==> config.mk <==
export PLATFORM = sky130hd
export DESIGN_NAME = signed_radix_to_ascii_flat
export DESIGN_NICKNAME = d
export VERILOG_FILES = /design/src/sv/sratoa_pkg.sv /design/src/sv/sratoa_if.sv /design/src/sv/sratoa_ctrl.sv /design/src/sv/sratoa_dp.sv /design/src/sv/signed_radix_to_ascii.sv /design/src/flat_wrapper.sv
export SDC_FILE = /design/constraint.sdc
export NUM_CORES = 2
export LEC_CHECK = 0
export BUFFER_PORTS_ARGS = -buffer_cell sky130_fd_sc_hd__clkbuf_2
export CAP_MARGIN = 40
export CORE_MARGIN = 3
export CORE_UTILIZATION = 57
export DETAILED_ROUTE_END_ITERATION = 8
export GPL_TIMING_DRIVEN = 0
export PLACE_DENSITY = 0.77
export SLEW_MARGIN = 40
export SYNTH_ARGS = -nofsm -noshare
export SYNTH_HDL_FRONTEND = slang
export SYNTH_SLANG_ARGS = --single-unit
export TNS_END_PERCENT = 20
==> constraint.sdc <==
create_clock -name clk -period 4.9 [get_ports clk]
set_clock_uncertainty 0.2 [all_clocks]
set_input_delay 0 -clock clk [delete_from_list [all_inputs] [get_ports clk]]
set_output_delay 0 -clock clk [all_outputs]
set_load 0.005 [all_outputs]
==> src/sv/sratoa_pkg.sv <==
package sratoa_pkg;

    localparam int DIGIT_DEPTH    = 64;
    localparam int DIG_W          = 6;
    localparam int CNT_W          = 7;
    localparam int RADIX_W        = 6;
    localparam int NUM_SLOTS      = 40;
    localparam int NUM_ALPHA_REGS = 5;
    localparam int CFG_IDX_W      = 3;

    localparam logic [7:0] MINUS_CHAR = 8'h2D;

    typedef logic [63:0]                 word_t;
    typedef logic [DIG_W-1:0]            digit_t;
    typedef logic [CNT_W-1:0]            count_t;
    typedef logic [RADIX_W-1:0]          radix_t;
    typedef logic [CFG_IDX_W-1:0]        cfg_idx_t;
    typedef logic [NUM_SLOTS-1:0][7:0]   sym_slots_t;

    // register map
    localparam cfg_idx_t CFG_NUM_SYMS = 3'd0;
    localparam cfg_idx_t CFG_ALPHA_0  = 3'd1;
    localparam cfg_idx_t CFG_ALPHA_1  = 3'd2;
    localparam cfg_idx_t CFG_ALPHA_2  = 3'd3;
    localparam cfg_idx_t CFG_ALPHA_3  = 3'd4;
    localparam cfg_idx_t CFG_ALPHA_4  = 3'd5;

    localparam radix_t NUM_SYMS_RESET = 6'd2;
    localparam word_t  ALPHA_0_RESET  = 64'h0000_0000_0000_3130;

    typedef enum logic [1:0] {
        ST_OK          = 2'd0,
        ST_BAD_ALPHA   = 2'd1,
        ST_OUT_OF_RANGE = 2'd2
    } status_t;

    typedef enum logic [2:0] {
        OSEL_SIGN,
        OSEL_DIGIT,
        OSEL_ZERO,
        OSEL_ERR_ALPHA,
        OSEL_ERR_RANGE
    } out_sel_t;

    typedef enum logic [3:0] {
        S_IDLE,
        S_CHECK,
        S_CLASS,
        S_DIV,
        S_STORE,
        S_SIGN,
        S_READ,
        S_EMIT,
        S_ERR_ALPHA,
        S_ERR_RANGE,
        S_ZERO
    } state_t;

    typedef struct packed {
        logic     in_ready;
        logic     load;
        logic     chk_step;
        logic     negate;
        logic     div_start;
        logic     div_step;
        logic     store;
        logic     count_dec;
        logic     out_load;
        out_sel_t out_sel;
    } cmd_t;

    typedef struct packed {
        logic base_bad;
        logic sym_bad;
        logic chk_last;
        logic is_min;
        logic is_zero;
        logic div_done;
        logic mag_zero;
        logic count_last;
        logic count_one;
        logic neg;
        logic out_free;
    } sts_t;

endpackage

==> src/sv/sratoa_if.sv <==
interface sratoa_num_if import sratoa_pkg::*; ();
    logic  valid;
    logic  ready;
    word_t value;

    modport source (output valid, output value, input ready);
    modport sink   (input valid, input value, output ready);
endinterface

interface sratoa_sym_if import sratoa_pkg::*; ();
    logic       valid;
    logic       ready;
    logic [7:0] symbol;
    logic       last;
    logic [1:0] status;

    modport source (output valid, output symbol, output last, output status, input ready);
    modport sink   (input valid, input symbol, input last, input status, output ready);
endinterface

interface sratoa_cfg_if import sratoa_pkg::*; ();
    logic     valid;
    logic     ready;
    cfg_idx_t index;
    word_t    data;

    modport source (output valid, output index, output data, input ready);
    modport sink   (input valid, input index, input data, output ready);
endinterface

==> src/sv/sratoa_ctrl.sv <==
module sratoa_ctrl import sratoa_pkg::*;
(
    input  logic clk,
    input  logic rst_n,
    input  logic num_valid,
    input  sts_t sts,
    output cmd_t cmd
);

    state_t state_reg;
    state_t state_next;

    always_ff @(posedge clk or negedge rst_n)
    begin
        if (!rst_n)
        begin
            state_reg <= S_IDLE;
        end
        else
        begin
            state_reg <= state_next;
        end
    end

    always_comb
    begin
        state_next = state_reg;
        case (state_reg)
            S_IDLE:
            begin
                if (num_valid)
                begin
                    state_next = S_CHECK;
                end
            end
            S_CHECK:
            begin
                if (sts.base_bad || sts.sym_bad)
                begin
                    state_next = S_ERR_ALPHA;
                end
                else if (sts.chk_last)
                begin
                    state_next = S_CLASS;
                end
            end
            S_CLASS:
            begin
                if (sts.is_min)
                begin
                    state_next = S_ERR_RANGE;
                end
                else if (sts.is_zero)
                begin
                    state_next = S_ZERO;
                end
                else
                begin
                    state_next = S_DIV;
                end
            end
            S_DIV:
            begin
                if (sts.div_done)
                begin
                    state_next = S_STORE;
                end
            end
            S_STORE:
            begin
                if (!sts.mag_zero && !sts.count_last)
                begin
                    state_next = S_DIV;
                end
                else if (sts.neg)
                begin
                    state_next = S_SIGN;
                end
                else
                begin
                    state_next = S_READ;
                end
            end
            S_SIGN:
            begin
                if (sts.out_free)
                begin
                    state_next = S_READ;
                end
            end
            S_READ:
            begin
                state_next = S_EMIT;
            end
            S_EMIT:
            begin
                if (sts.out_free)
                begin
                    state_next = sts.count_one ? S_IDLE : S_READ;
                end
            end
            S_ERR_ALPHA, S_ERR_RANGE, S_ZERO:
            begin
                if (sts.out_free)
                begin
                    state_next = S_IDLE;
                end
            end
            default:
            begin
                state_next = S_IDLE;
            end
        endcase
    end

    always_comb
    begin
        cmd = '0;
        cmd.out_sel = OSEL_DIGIT;
        case (state_reg)
            S_IDLE:
            begin
                cmd.in_ready = 1'b1;
                cmd.load     = num_valid;
            end
            S_CHECK:
            begin
                cmd.chk_step = 1'b1;
            end
            S_CLASS:
            begin
                cmd.negate    = 1'b1;
                cmd.div_start = 1'b1;
            end
            S_DIV:
            begin
                cmd.div_step = 1'b1;
            end
            S_STORE:
            begin
                cmd.store     = 1'b1;
                cmd.div_start = 1'b1;
            end
            S_SIGN:
            begin
                cmd.out_load = sts.out_free;
                cmd.out_sel  = OSEL_SIGN;
            end
            S_EMIT:
            begin
                cmd.out_load  = sts.out_free;
                cmd.count_dec = sts.out_free;
                cmd.out_sel   = OSEL_DIGIT;
            end
            S_ERR_ALPHA:
            begin
                cmd.out_load = sts.out_free;
                cmd.out_sel  = OSEL_ERR_ALPHA;
            end
            S_ERR_RANGE:
            begin
                cmd.out_load = sts.out_free;
                cmd.out_sel  = OSEL_ERR_RANGE;
            end
            S_ZERO:
            begin
                cmd.out_load = sts.out_free;
                cmd.out_sel  = OSEL_ZERO;
            end
            default:
            begin
                cmd.out_sel = OSEL_DIGIT;
            end
        endcase
    end

    // the output register is never overwritten while it still holds a beat
    a_load_free: assert property (@(posedge clk) disable iff (!rst_n)
        cmd.out_load |-> sts.out_free)
        else $error("output beat overwritten");

    // a finished division always lands in the digit store next
    a_div_store: assert property (@(posedge clk) disable iff (!rst_n)
        (state_reg == S_DIV && sts.div_done) |=> cmd.store)
        else $error("digit not stored after division");

endmodule

==> src/sv/sratoa_dp.sv <==
module sratoa_dp import sratoa_pkg::*;
#(
    parameter int MAX_SYMBOLS = 40
)
(
    input  logic       clk,
    input  logic       rst_n,
    input  cmd_t       cmd,
    output sts_t       sts,
    input  word_t      num_value,
    output logic       text_valid,
    input  logic       text_ready,
    output logic [7:0] text_symbol,
    output logic       text_last,
    output logic [1:0] text_status,
    input  logic       cfg_valid,
    output logic       cfg_ready,
    input  cfg_idx_t   cfg_index,
    input  word_t      cfg_data
);

    radix_t     num_syms_reg;
    word_t      alpha_reg [NUM_ALPHA_REGS];
    sym_slots_t slots;

    word_t      mag_reg;
    logic       neg_reg;
    digit_t     rem_reg;
    digit_t     rem_next;
    logic [6:0] rem_sh;
    logic       quot_bit;
    digit_t     bit_cnt_reg;
    count_t     count_reg;
    digit_t     chk_idx_reg;
    digit_t     rd_addr;
    digit_t     rd_data_reg;
    digit_t     digit_mem [DIGIT_DEPTH];

    logic       out_valid_reg;
    logic [7:0] out_symbol_reg;
    logic       out_last_reg;
    logic [1:0] out_status_reg;

    logic [7:0] chk_sym;
    logic       dup_found;
    digit_t     emit_idx;
    logic [7:0] emit_sym;

    function automatic logic [7:0] sym_at(input sym_slots_t s, input digit_t idx);
        logic [7:0] r;
        r = 8'd0;
        if (int'(idx) < MAX_SYMBOLS)
        begin
            r = s[idx];
        end
        return r;
    endfunction

    // ---- configuration registers
    assign cfg_ready = 1'b1;

    always_ff @(posedge clk or negedge rst_n)
    begin
        if (!rst_n)
        begin
            num_syms_reg <= NUM_SYMS_RESET;
            alpha_reg[0] <= ALPHA_0_RESET;
            for (int k = 1; k < NUM_ALPHA_REGS; k++)
            begin
                alpha_reg[k] <= '0;
            end
        end
        else if (cfg_valid)
        begin
            case (cfg_index)
                CFG_NUM_SYMS: num_syms_reg <= cfg_data[RADIX_W-1:0];
                CFG_ALPHA_0:  alpha_reg[0] <= cfg_data;
                CFG_ALPHA_1:  alpha_reg[1] <= cfg_data;
                CFG_ALPHA_2:  alpha_reg[2] <= cfg_data;
                CFG_ALPHA_3:  alpha_reg[3] <= cfg_data;
                CFG_ALPHA_4:  alpha_reg[4] <= cfg_data;
                default:      ;
            endcase
        end
    end

    assign slots = {alpha_reg[4], alpha_reg[3], alpha_reg[2], alpha_reg[1], alpha_reg[0]};

    // ---- alphabet check, one symbol per cycle against all later ones
    assign chk_sym = sym_at(slots, chk_idx_reg);

    always_comb
    begin
        dup_found = 1'b0;
        for (int j = 0; j < MAX_SYMBOLS; j++)
        begin
            if (DIG_W'(j) > chk_idx_reg && DIG_W'(j) < num_syms_reg && slots[j] == chk_sym)
            begin
                dup_found = 1'b1;
            end
        end
    end

    // ---- bit-serial restoring divider
    assign rem_sh   = {rem_reg, mag_reg[63]};
    assign quot_bit = rem_sh >= {1'b0, num_syms_reg};
    assign rem_next = quot_bit ? DIG_W'(rem_sh - {1'b0, num_syms_reg}) : rem_sh[DIG_W-1:0];

    always_ff @(posedge clk)
    begin
        if (cmd.load)
        begin
            mag_reg <= num_value;
            neg_reg <= num_value[63];
        end
        else if (cmd.negate)
        begin
            if (neg_reg)
            begin
                mag_reg <= ~mag_reg + 64'd1;
            end
        end
        else if (cmd.div_step)
        begin
            mag_reg <= {mag_reg[62:0], quot_bit};
        end

        if (cmd.div_start)
        begin
            rem_reg <= '0;
        end
        else if (cmd.div_step)
        begin
            rem_reg <= rem_next;
        end
    end

    always_ff @(posedge clk or negedge rst_n)
    begin
        if (!rst_n)
        begin
            bit_cnt_reg <= '0;
            chk_idx_reg <= '0;
            count_reg   <= '0;
        end
        else
        begin
            if (cmd.div_start)
            begin
                bit_cnt_reg <= '0;
            end
            else if (cmd.div_step)
            begin
                bit_cnt_reg <= bit_cnt_reg + 1'b1;
            end

            if (cmd.load)
            begin
                chk_idx_reg <= '0;
            end
            else if (cmd.chk_step)
            begin
                chk_idx_reg <= chk_idx_reg + 1'b1;
            end

            if (cmd.load)
            begin
                count_reg <= '0;
            end
            else if (cmd.store)
            begin
                count_reg <= count_reg + 1'b1;
            end
            else if (cmd.count_dec)
            begin
                count_reg <= count_reg - 1'b1;
            end
        end
    end

    // ---- digit store, least significant digit at address 0
    assign rd_addr = count_reg[DIG_W-1:0] - 1'b1;

    always_ff @(posedge clk)
    begin
        if (cmd.store)
        begin
            digit_mem[count_reg[DIG_W-1:0]] <= rem_reg;
        end
        rd_data_reg <= digit_mem[rd_addr];
    end

    // ---- output register
    assign emit_idx = (cmd.out_sel == OSEL_ZERO) ? '0 : rd_data_reg;
    assign emit_sym = sym_at(slots, emit_idx);

    always_ff @(posedge clk or negedge rst_n)
    begin
        if (!rst_n)
        begin
            out_valid_reg <= 1'b0;
        end
        else if (cmd.out_load)
        begin
            out_valid_reg <= 1'b1;
        end
        else if (text_ready)
        begin
            out_valid_reg <= 1'b0;
        end
    end

    always_ff @(posedge clk)
    begin
        if (cmd.out_load)
        begin
            case (cmd.out_sel)
                OSEL_SIGN:
                begin
                    out_symbol_reg <= MINUS_CHAR;
                    out_last_reg   <= 1'b0;
                    out_status_reg <= ST_OK;
                end
                OSEL_DIGIT:
                begin
                    out_symbol_reg <= emit_sym;
                    out_last_reg   <= sts.count_one;
                    out_status_reg <= ST_OK;
                end
                OSEL_ZERO:
                begin
                    out_symbol_reg <= emit_sym;
                    out_last_reg   <= 1'b1;
                    out_status_reg <= ST_OK;
                end
                OSEL_ERR_ALPHA:
                begin
                    out_symbol_reg <= 8'd0;
                    out_last_reg   <= 1'b1;
                    out_status_reg <= ST_BAD_ALPHA;
                end
                OSEL_ERR_RANGE:
                begin
                    out_symbol_reg <= 8'd0;
                    out_last_reg   <= 1'b1;
                    out_status_reg <= ST_OUT_OF_RANGE;
                end
                default:
                begin
                    out_symbol_reg <= 8'd0;
                    out_last_reg   <= 1'b1;
                    out_status_reg <= ST_OK;
                end
            endcase
        end
    end

    assign text_valid  = out_valid_reg;
    assign text_symbol = out_symbol_reg;
    assign text_last   = out_last_reg;
    assign text_status = out_status_reg;

    // ---- status to controller
    always_comb
    begin
        sts            = '0;
        sts.base_bad   = (num_syms_reg < 6'd2) || (num_syms_reg > RADIX_W'(MAX_SYMBOLS));
        sts.sym_bad    = (chk_sym == 8'd0) || dup_found;
        sts.chk_last   = chk_idx_reg == (num_syms_reg - 1'b1);
        sts.is_min     = mag_reg == {1'b1, 63'd0};
        sts.is_zero    = mag_reg == '0;
        sts.div_done   = bit_cnt_reg == '1;
        sts.mag_zero   = mag_reg == '0;
        sts.count_last = count_reg == CNT_W'(DIGIT_DEPTH - 1);
        sts.count_one  = count_reg == CNT_W'(1);
        sts.neg        = neg_reg;
        sts.out_free   = !out_valid_reg || text_ready;
    end

    a_store_depth: assert property (@(posedge clk) disable iff (!rst_n)
        cmd.store |-> !count_reg[CNT_W-1])
        else $error("digit store overflow");

    a_digit_avail: assert property (@(posedge clk) disable iff (!rst_n)
        (cmd.out_load && cmd.out_sel == OSEL_DIGIT) |-> count_reg != '0)
        else $error("digit emitted with empty store");

endmodule

==> src/sv/signed_radix_to_ascii.sv <==
// Channel   Modport  Beat payload                        Notes
// number    sink     value[63:0] signed                  one beat per conversion
// text      source   symbol[7:0], last, status[1:0]      MSD first, last on final beat
// cfg       sink     index[2:0], data[63:0]              0 num_syms, 1..5 alphabet_0..4
//
// Steps per item: accept, alphabet check of up to num_syms symbols, a classify step, then
// per digit a 64-step bit-serial divider pass plus a store, then a read and an emit for
// each emitted digit, after a sign beat if negative. Errors and zero give a single beat
// after the check.
// Reset: rst_n async, config back to num_syms 2 / alphabet "01". No clearing pass.
// Stalls: text.ready low holds the output register; the controller waits on it.
module signed_radix_to_ascii import sratoa_pkg::*;
#(
    parameter int MAX_SYMBOLS = 40
)
(
    input  logic       clk,
    input  logic       rst_n,
    sratoa_num_if.sink   number,
    sratoa_sym_if.source text,
    sratoa_cfg_if.sink   cfg
);

    cmd_t cmd;
    sts_t sts;

    // number is taken only by the controller's idle state
    assign number.ready = cmd.in_ready;

    sratoa_ctrl u_ctrl
    (
        .clk       (clk),
        .rst_n     (rst_n),
        .num_valid (number.valid),
        .sts       (sts),
        .cmd       (cmd)
    );

    // datapath: config regs, alphabet check, divider, digit store, output reg
    sratoa_dp #(
        .MAX_SYMBOLS (MAX_SYMBOLS)
    ) u_dp
    (
        .clk         (clk),
        .rst_n       (rst_n),
        .cmd         (cmd),
        .sts         (sts),
        .num_value   (number.value),
        .text_valid  (text.valid),
        .text_ready  (text.ready),
        .text_symbol (text.symbol),
        .text_last   (text.last),
        .text_status (text.status),
        .cfg_valid   (cfg.valid),
        .cfg_ready   (cfg.ready),
        .cfg_index   (cfg.index),
        .cfg_data    (cfg.data)
    );

endmodule

==> src/flat_wrapper.sv <==
// flat-port wrapper written by rule: the top's interface ports become plain ports
module signed_radix_to_ascii_flat import sratoa_pkg::*;
#(
    parameter int MAX_SYMBOLS = 40
)
  (clk, rst_n, number_valid, number_value, number_ready, text_valid, text_symbol, text_last, text_status, text_ready, cfg_valid, cfg_index, cfg_data, cfg_ready);
  sratoa_num_if number_i ();
  sratoa_sym_if text_i ();
  sratoa_cfg_if cfg_i ();
  input  logic clk;
  input  logic rst_n;
  input wire logic [$bits(number_i.valid)-1:0] number_valid;
  input wire logic [$bits(number_i.value)-1:0] number_value;
  output wire logic [$bits(number_i.ready)-1:0] number_ready;
  output wire logic [$bits(text_i.valid)-1:0] text_valid;
  output wire logic [$bits(text_i.symbol)-1:0] text_symbol;
  output wire logic [$bits(text_i.last)-1:0] text_last;
  output wire logic [$bits(text_i.status)-1:0] text_status;
  input wire logic [$bits(text_i.ready)-1:0] text_ready;
  input wire logic [$bits(cfg_i.valid)-1:0] cfg_valid;
  input wire logic [$bits(cfg_i.index)-1:0] cfg_index;
  input wire logic [$bits(cfg_i.data)-1:0] cfg_data;
  output wire logic [$bits(cfg_i.ready)-1:0] cfg_ready;
  assign number_i.valid = number_valid;
  assign number_i.value = number_value;
  assign number_ready = number_i.ready;
  assign text_valid = text_i.valid;
  assign text_symbol = text_i.symbol;
  assign text_last = text_i.last;
  assign text_status = text_i.status;
  assign text_i.ready = text_ready;
  assign cfg_i.valid = cfg_valid;
  assign cfg_i.index = cfg_index;
  assign cfg_i.data = cfg_data;
  assign cfg_ready = cfg_i.ready;
  signed_radix_to_ascii #(.MAX_SYMBOLS(MAX_SYMBOLS)) u_core (.clk(clk), .rst_n(rst_n), .number(number_i), .text(text_i), .cfg(cfg_i));
endmodule
==> results of run 1 <==
## cell families after synthesis
kind of cell	synth area share, %
xor gates and xnor gates	4.551
AOI/OAI and AO/OA	13.03
DFF	50.24
muxes	17.79
buffers and inverters	3.592
adders and majority gates	0.5124
other	0.008257
and+or+nand+nor	10.28
## repair_timing
action,4_1_cts
hold buffers,192
endpoints found under the hold margin,730
endpoints found under the setup margin,19
buffers inserted,130
pin swaps,67
gates resized for setup,393
cloned,5
## through the flow
| stage | cells | utilization, % |
|---|---|---|
| after global placement | 5040 | 60.66 |
| after detailed placement | 5065 | 61.56 |
| after CTS | 5542 | 71.44 |
| after floorplan | 3852 | - |
## per-layer routing
layer | GRT usage, % | GRT overflow
met5 | 29.30 | 2
met4 | 71.40 | 203
met3 | 64.02 | 8
met2 | 91.48 | 165
met1 | 79.26 | 2
==> impl_metrics.tcl, run 1 <==
set metrics [dict create \
    io_buffers 148 \
    yosysTopAreaCell "edfxtp_1" \
    boundaryPins 150 \
    h-tree-depth 3 \
    ys_seq_elements 822 \
    placed_area_mm2 0.04816 \
    ys_seq_area_share_pct 50.24 \
    failed_stage "global routing" \
    clockBufferDepth 3 \
    place_ws_ns -2.412 \
    gp_congestion 1.213 \
    synthTopCellsByCount "460 x edfxtp_1, 344 x dfrtp_1, 331 x mux2_2" \
    yosysUniqueCellTypes 115 \
    netlist_area_mm2 0.04542 \
    clock_sinks 822 \
    synthCells 3852 \
    synth_edf_count 460 \
    die_w_um 288.3 \
    synth_area_leaders "edfxtp_1 30%, dfrtp_1 19%, mux2_2 8.2%" \
    start_util_pct 58.05 \
    cts-root-buf "clkbuf_16" \
    grt_pass1_wl_um 452400 \
    die_h_um 288.3 \
    outcome "did not finish" \
    grt_use_total_pct 76.89 \
    synthFlopType "edfxtp_1" \
    row_count 102 \
    cts_buffers 83 \
    avgSynthCellArea_um2 11.79 \
    yosysMostFrequentCell "edfxtp_1" \
    grt_pass1_vias 52671 \
    async_reset_ff_share_pct 42.58 \
    grt_overflow 380 \
    synth_top_area_share_pct 30.41 \
    dp_hpwl_um 181800 \
    syn-num-nets 4006 \
    stop_error "[ERROR GRT-0116] Global routing finished with congestion. Check the congestion regions in the DRC Viewer." \
    yosys_warnings 0 \
    grt_start_max_net_pins 74 \
]
==> inputs of run 2 (changes only) <==
- CORE_UTILIZATION: 57 -> 40
- PLACE_DENSITY: 0.77 -> default
- PLACE_DENSITY_LB_ADDON: default -> 0.15
- clock period: 4.9 -> 6.4 ns (I/O delays scaled with it)
==> impl_metrics.tcl, run 2 <==
set metrics [dict create \
    startpoint_type "register" \
    worst_pin_slew_ns 1.030 \
    path_buf_inv 6 \
    area_delta_synth_final_pct 22.48 \
    grt_use_met3_pct 14.15 \
    grt_overflow 0 \
    crit_type "reg2reg" \
    yosys_warnings 0 \
    die_h_um 343.0 \
    clkLatencyLatePin_ns 0.74 \
    cts_buffers 92 \
    yosysUniqueCellTypes 115 \
    crit_family "buffers and inverters" \
    placed_cells 5527 \
    fmax_mhz 148.3 \
    violations "setup timing" \
    synth_edf_count 460 \
    layout_common_cells "460 x edfxtp_1, 342 x dfrtp_1, 331 x mux2_2" \
    drc 0 \
    min_period_ns 6.741 \
    grt_pass1_wl_um 356400 \
    wl_per_cell_um 45.20 \
    n_fill_cell 9815 \
    vias 40231 \
    fin_cells 5980 \
    die_w_um 343.0 \
    h-tree-depth 3 \
    place_ws_ns -0.9811 \
    min_path_type "in2reg" \
    p_int_uw 16040 \
    drive_gt1_share_pct 24.91 \
    drtIter0Drc 5288 \
    met2_usage_pct 66.24 \
    whs_ns 0.03178 \
    ys_seq_area_share_pct 50.24 \
    synthCells 3852 \
    cp_max_fo 10 \
    syn-num-nets 4006 \
    ant_nets 0 \
    timing.final.crit_share_pct 105.3 \
    synth_top_area_share_pct 30.41 \
    relSlewSlack_pct 30.82 \
    final_common_cell "edfxtp_1" \
    cp_data_required_time_ns 6.81 \
    dp_hpwl_um 203600 \
    cts_tree "done" \
    rsz0062_at_grt "yes" \
    row_count 122 \
    dieArea_mm2 0.1176 \
    switchingPower_uw 17390 \
    netlist_area_mm2 0.04542 \
    core_area_mm2 0.1117 \
    grt_start_max_net_pins 69 \
    cts.clk_slew.worst_paths_ns 0.07 \
    yosysMostFrequentCell "edfxtp_1" \
    setup_ws_ns -0.3413 \
    avgSynthCellArea_um2 11.79 \
    wl_um 270300 \
    clockBufferDepth 3 \
    cp_slowest_cell "nor3_2" \
    fin_util_pct 49.78 \
    vias_per_cell 6.728 \
    ir_worst_vdd_mv 0.3405 \
    synth_area_leaders "edfxtp_1 30%, dfrtp_1 19%, mux2_2 8.2%" \
    async_reset_ff_share_pct 42.58 \
    dr.pass1.iters 6 \
    end_kind "register" \
    cp_slowest_stage_delay_ns 0.67 \
    p_sw_share_pct 52.03 \
    grt_use_total_pct 45.43 \
    crit_chain "buf_6 > buf_12 > buf_8 > mux2i_1 > o22ai_1 > o21ai_0 > and2_1 > buf_1 > o21bai_4 > buf_4 > buf_6 > xor2_1 > nand4_1 > nor3_2 > a21oi_1 > and4bb_1 > nand4_2 > o21bai_2 > mux2_1" \
    ys_seq_elements 822 \
    nets 4562 \
    start_util_pct 40.65 \
    power_frac_comb_pct 57.0 \
    gp_congestion 1.098 \
    maxCapViolations 0 \
    cp.arrival_ns 7.16 \
    yosysTopAreaCell "edfxtp_1" \
    p_leak_uw 0.02042 \
    grt_pass1_vias 38688 \
    p_seq_share_pct 26.0 \
    clock_sinks 822 \
    boundaryPins 150 \
    report.final.slew_viol_count 0 \
    use_met1_pct 54.85 \
    power.density_mw_per_mm2 600.9 \
    finalPower_uw 33420 \
    synthTopCellsByCount "460 x edfxtp_1, 344 x dfrtp_1, 331 x mux2_2" \
    cpMostUsedCell "buf_6" \
    outcome "complete, but fails checks" \
    synthFlopType "edfxtp_1" \
    largest_reg_flops 384 \
    hold_viol_final 0 \
    finalSetupViolations 4 \
    clkPwrFrac_pct 17.1 \
    antenna_found_initial 20 \
    grt_busiest_layer "met2" \
    io_buffers 148 \
    cts-root-buf "clkbuf_16" \
]
## run 2: cell counts after synthesis
No cell type changed its count.
## run 2: cells by family (layout without fill, tap and decap cells)
| kind of cell | count (synthesis) | in the layout | share of synthesized area, % |
|---|---|---|---|
| xor+xnor | 236 | 236 | 4.551 |
| compound gates | 856 | 856 | 13.03 |
| flops | 822 | 822 | 50.24 |
| other cells | 1 | 8 | 0.008257 |
| fa+ha+maj | 18 | 18 | 0.5124 |
| mux | 620 | 620 | 17.79 |
| simple gates | 971 | 971 | 10.28 |
| buf+inv | 328 | 961 | 3.592 |
## run 2: metrics by stage
step	instance area, um2	setup TNS, ns
after global routing	55610	-0.02677
after global placement	48020	-1076.36
after detailed placement	49090	-3.282
after CTS	55350	0
final	55630	-0.9637
after floorplan	45420	0
## run 2: worst paths after layout
check / endpoint / slack [ns] / depth (start not counted) / startpoint
max: u_core.u_ctrl.state_reg[2] / -0.34 / 19 / u_core.u_dp.chk_idx_reg[0]
min: u_core.u_dp.alpha_reg[303] / 0.03 / 3 / cfg_data[47]
max reg2reg: u_core.u_ctrl.state_reg[2] / -0.34 / 19 / u_core.u_dp.chk_idx_reg[0]
min reg2reg: u_core.u_dp.alpha_reg[258] / 0.35 / 1 / u_core.u_dp.alpha_reg[258]
max in group asynchronous: u_core.u_dp.alpha_reg[275] / 4.96 / 5 / rst_n
min in group asynchronous: u_core.u_dp.alpha_reg[259] / 0.33 / 4 / rst_n
## run 2: what timing repair did
action                     CTS  global route
hold buffers               245             0
setup buffers               19             9
hold endpoints to repair   795             0
pin swaps                   15             9
gates resized for setup     80            23
setup endpoints to repair    4             6
## run 2: layer usage
| layer | wire (um) | vias to the layer above |
|---|---|---|
| met3 | 28380 | 896 |
| met1 | 98950 | 20543 |
| met2 | 113400 | 2908 |
| met5 | 90 | - |
| met4 | 29460 | 14 |
| li1 | - | 15870 |
## run 2: power by group through the flow
stage          sequential [uW]  clock (uW)  combinational [uW]
4_1_cts                   8520        5730               17800
3_3_place_gp              8880           0               16600
5_1_grt                   8620        5930               19100
3_5_place_dp              8600           0               17200
2_1_floorplan             7740           0                9170
6_report                  8680        5710               19000
## run 2: final cells by class
type | instances | area (um2) | area share, %
repair buffers | 462 | 4123 | 7.411
flip-flops and latches | 822 | 22840 | 41.07
well taps | 1488 | 1862 | 3.347
inverters | 40 | 150.1 | 0.2699
plain buffers | 288 | 1683 | 3.025
clock buffers | 113 | 2471 | 4.442
diodes | 7 | 17.52 | 0.03149
clock inverters | 58 | 784.5 | 1.410
multi-input cells | 2702 | 21690 | 39.00
## run 2: worst reg2reg max path: stages (launching register included)
cell and delay (ns):
dfrtp_1 0.37, buf_6 0.25, buf_12 0.24, buf_8 0.24, mux2i_1 0.53, o22ai_1 0.16, o21ai_0 0.18, and2_1 0.15
buf_1 0.64, o21bai_4 0.30, buf_4 0.33, buf_6 0.32, xor2_1 0.48, nand4_1 0.19, nor3_2 0.67, a21oi_1 0.36
and4bb_1 0.38, nand4_2 0.19, o21bai_2 0.10, mux2_1 0.34
Power figures use the tool's default switching activity.
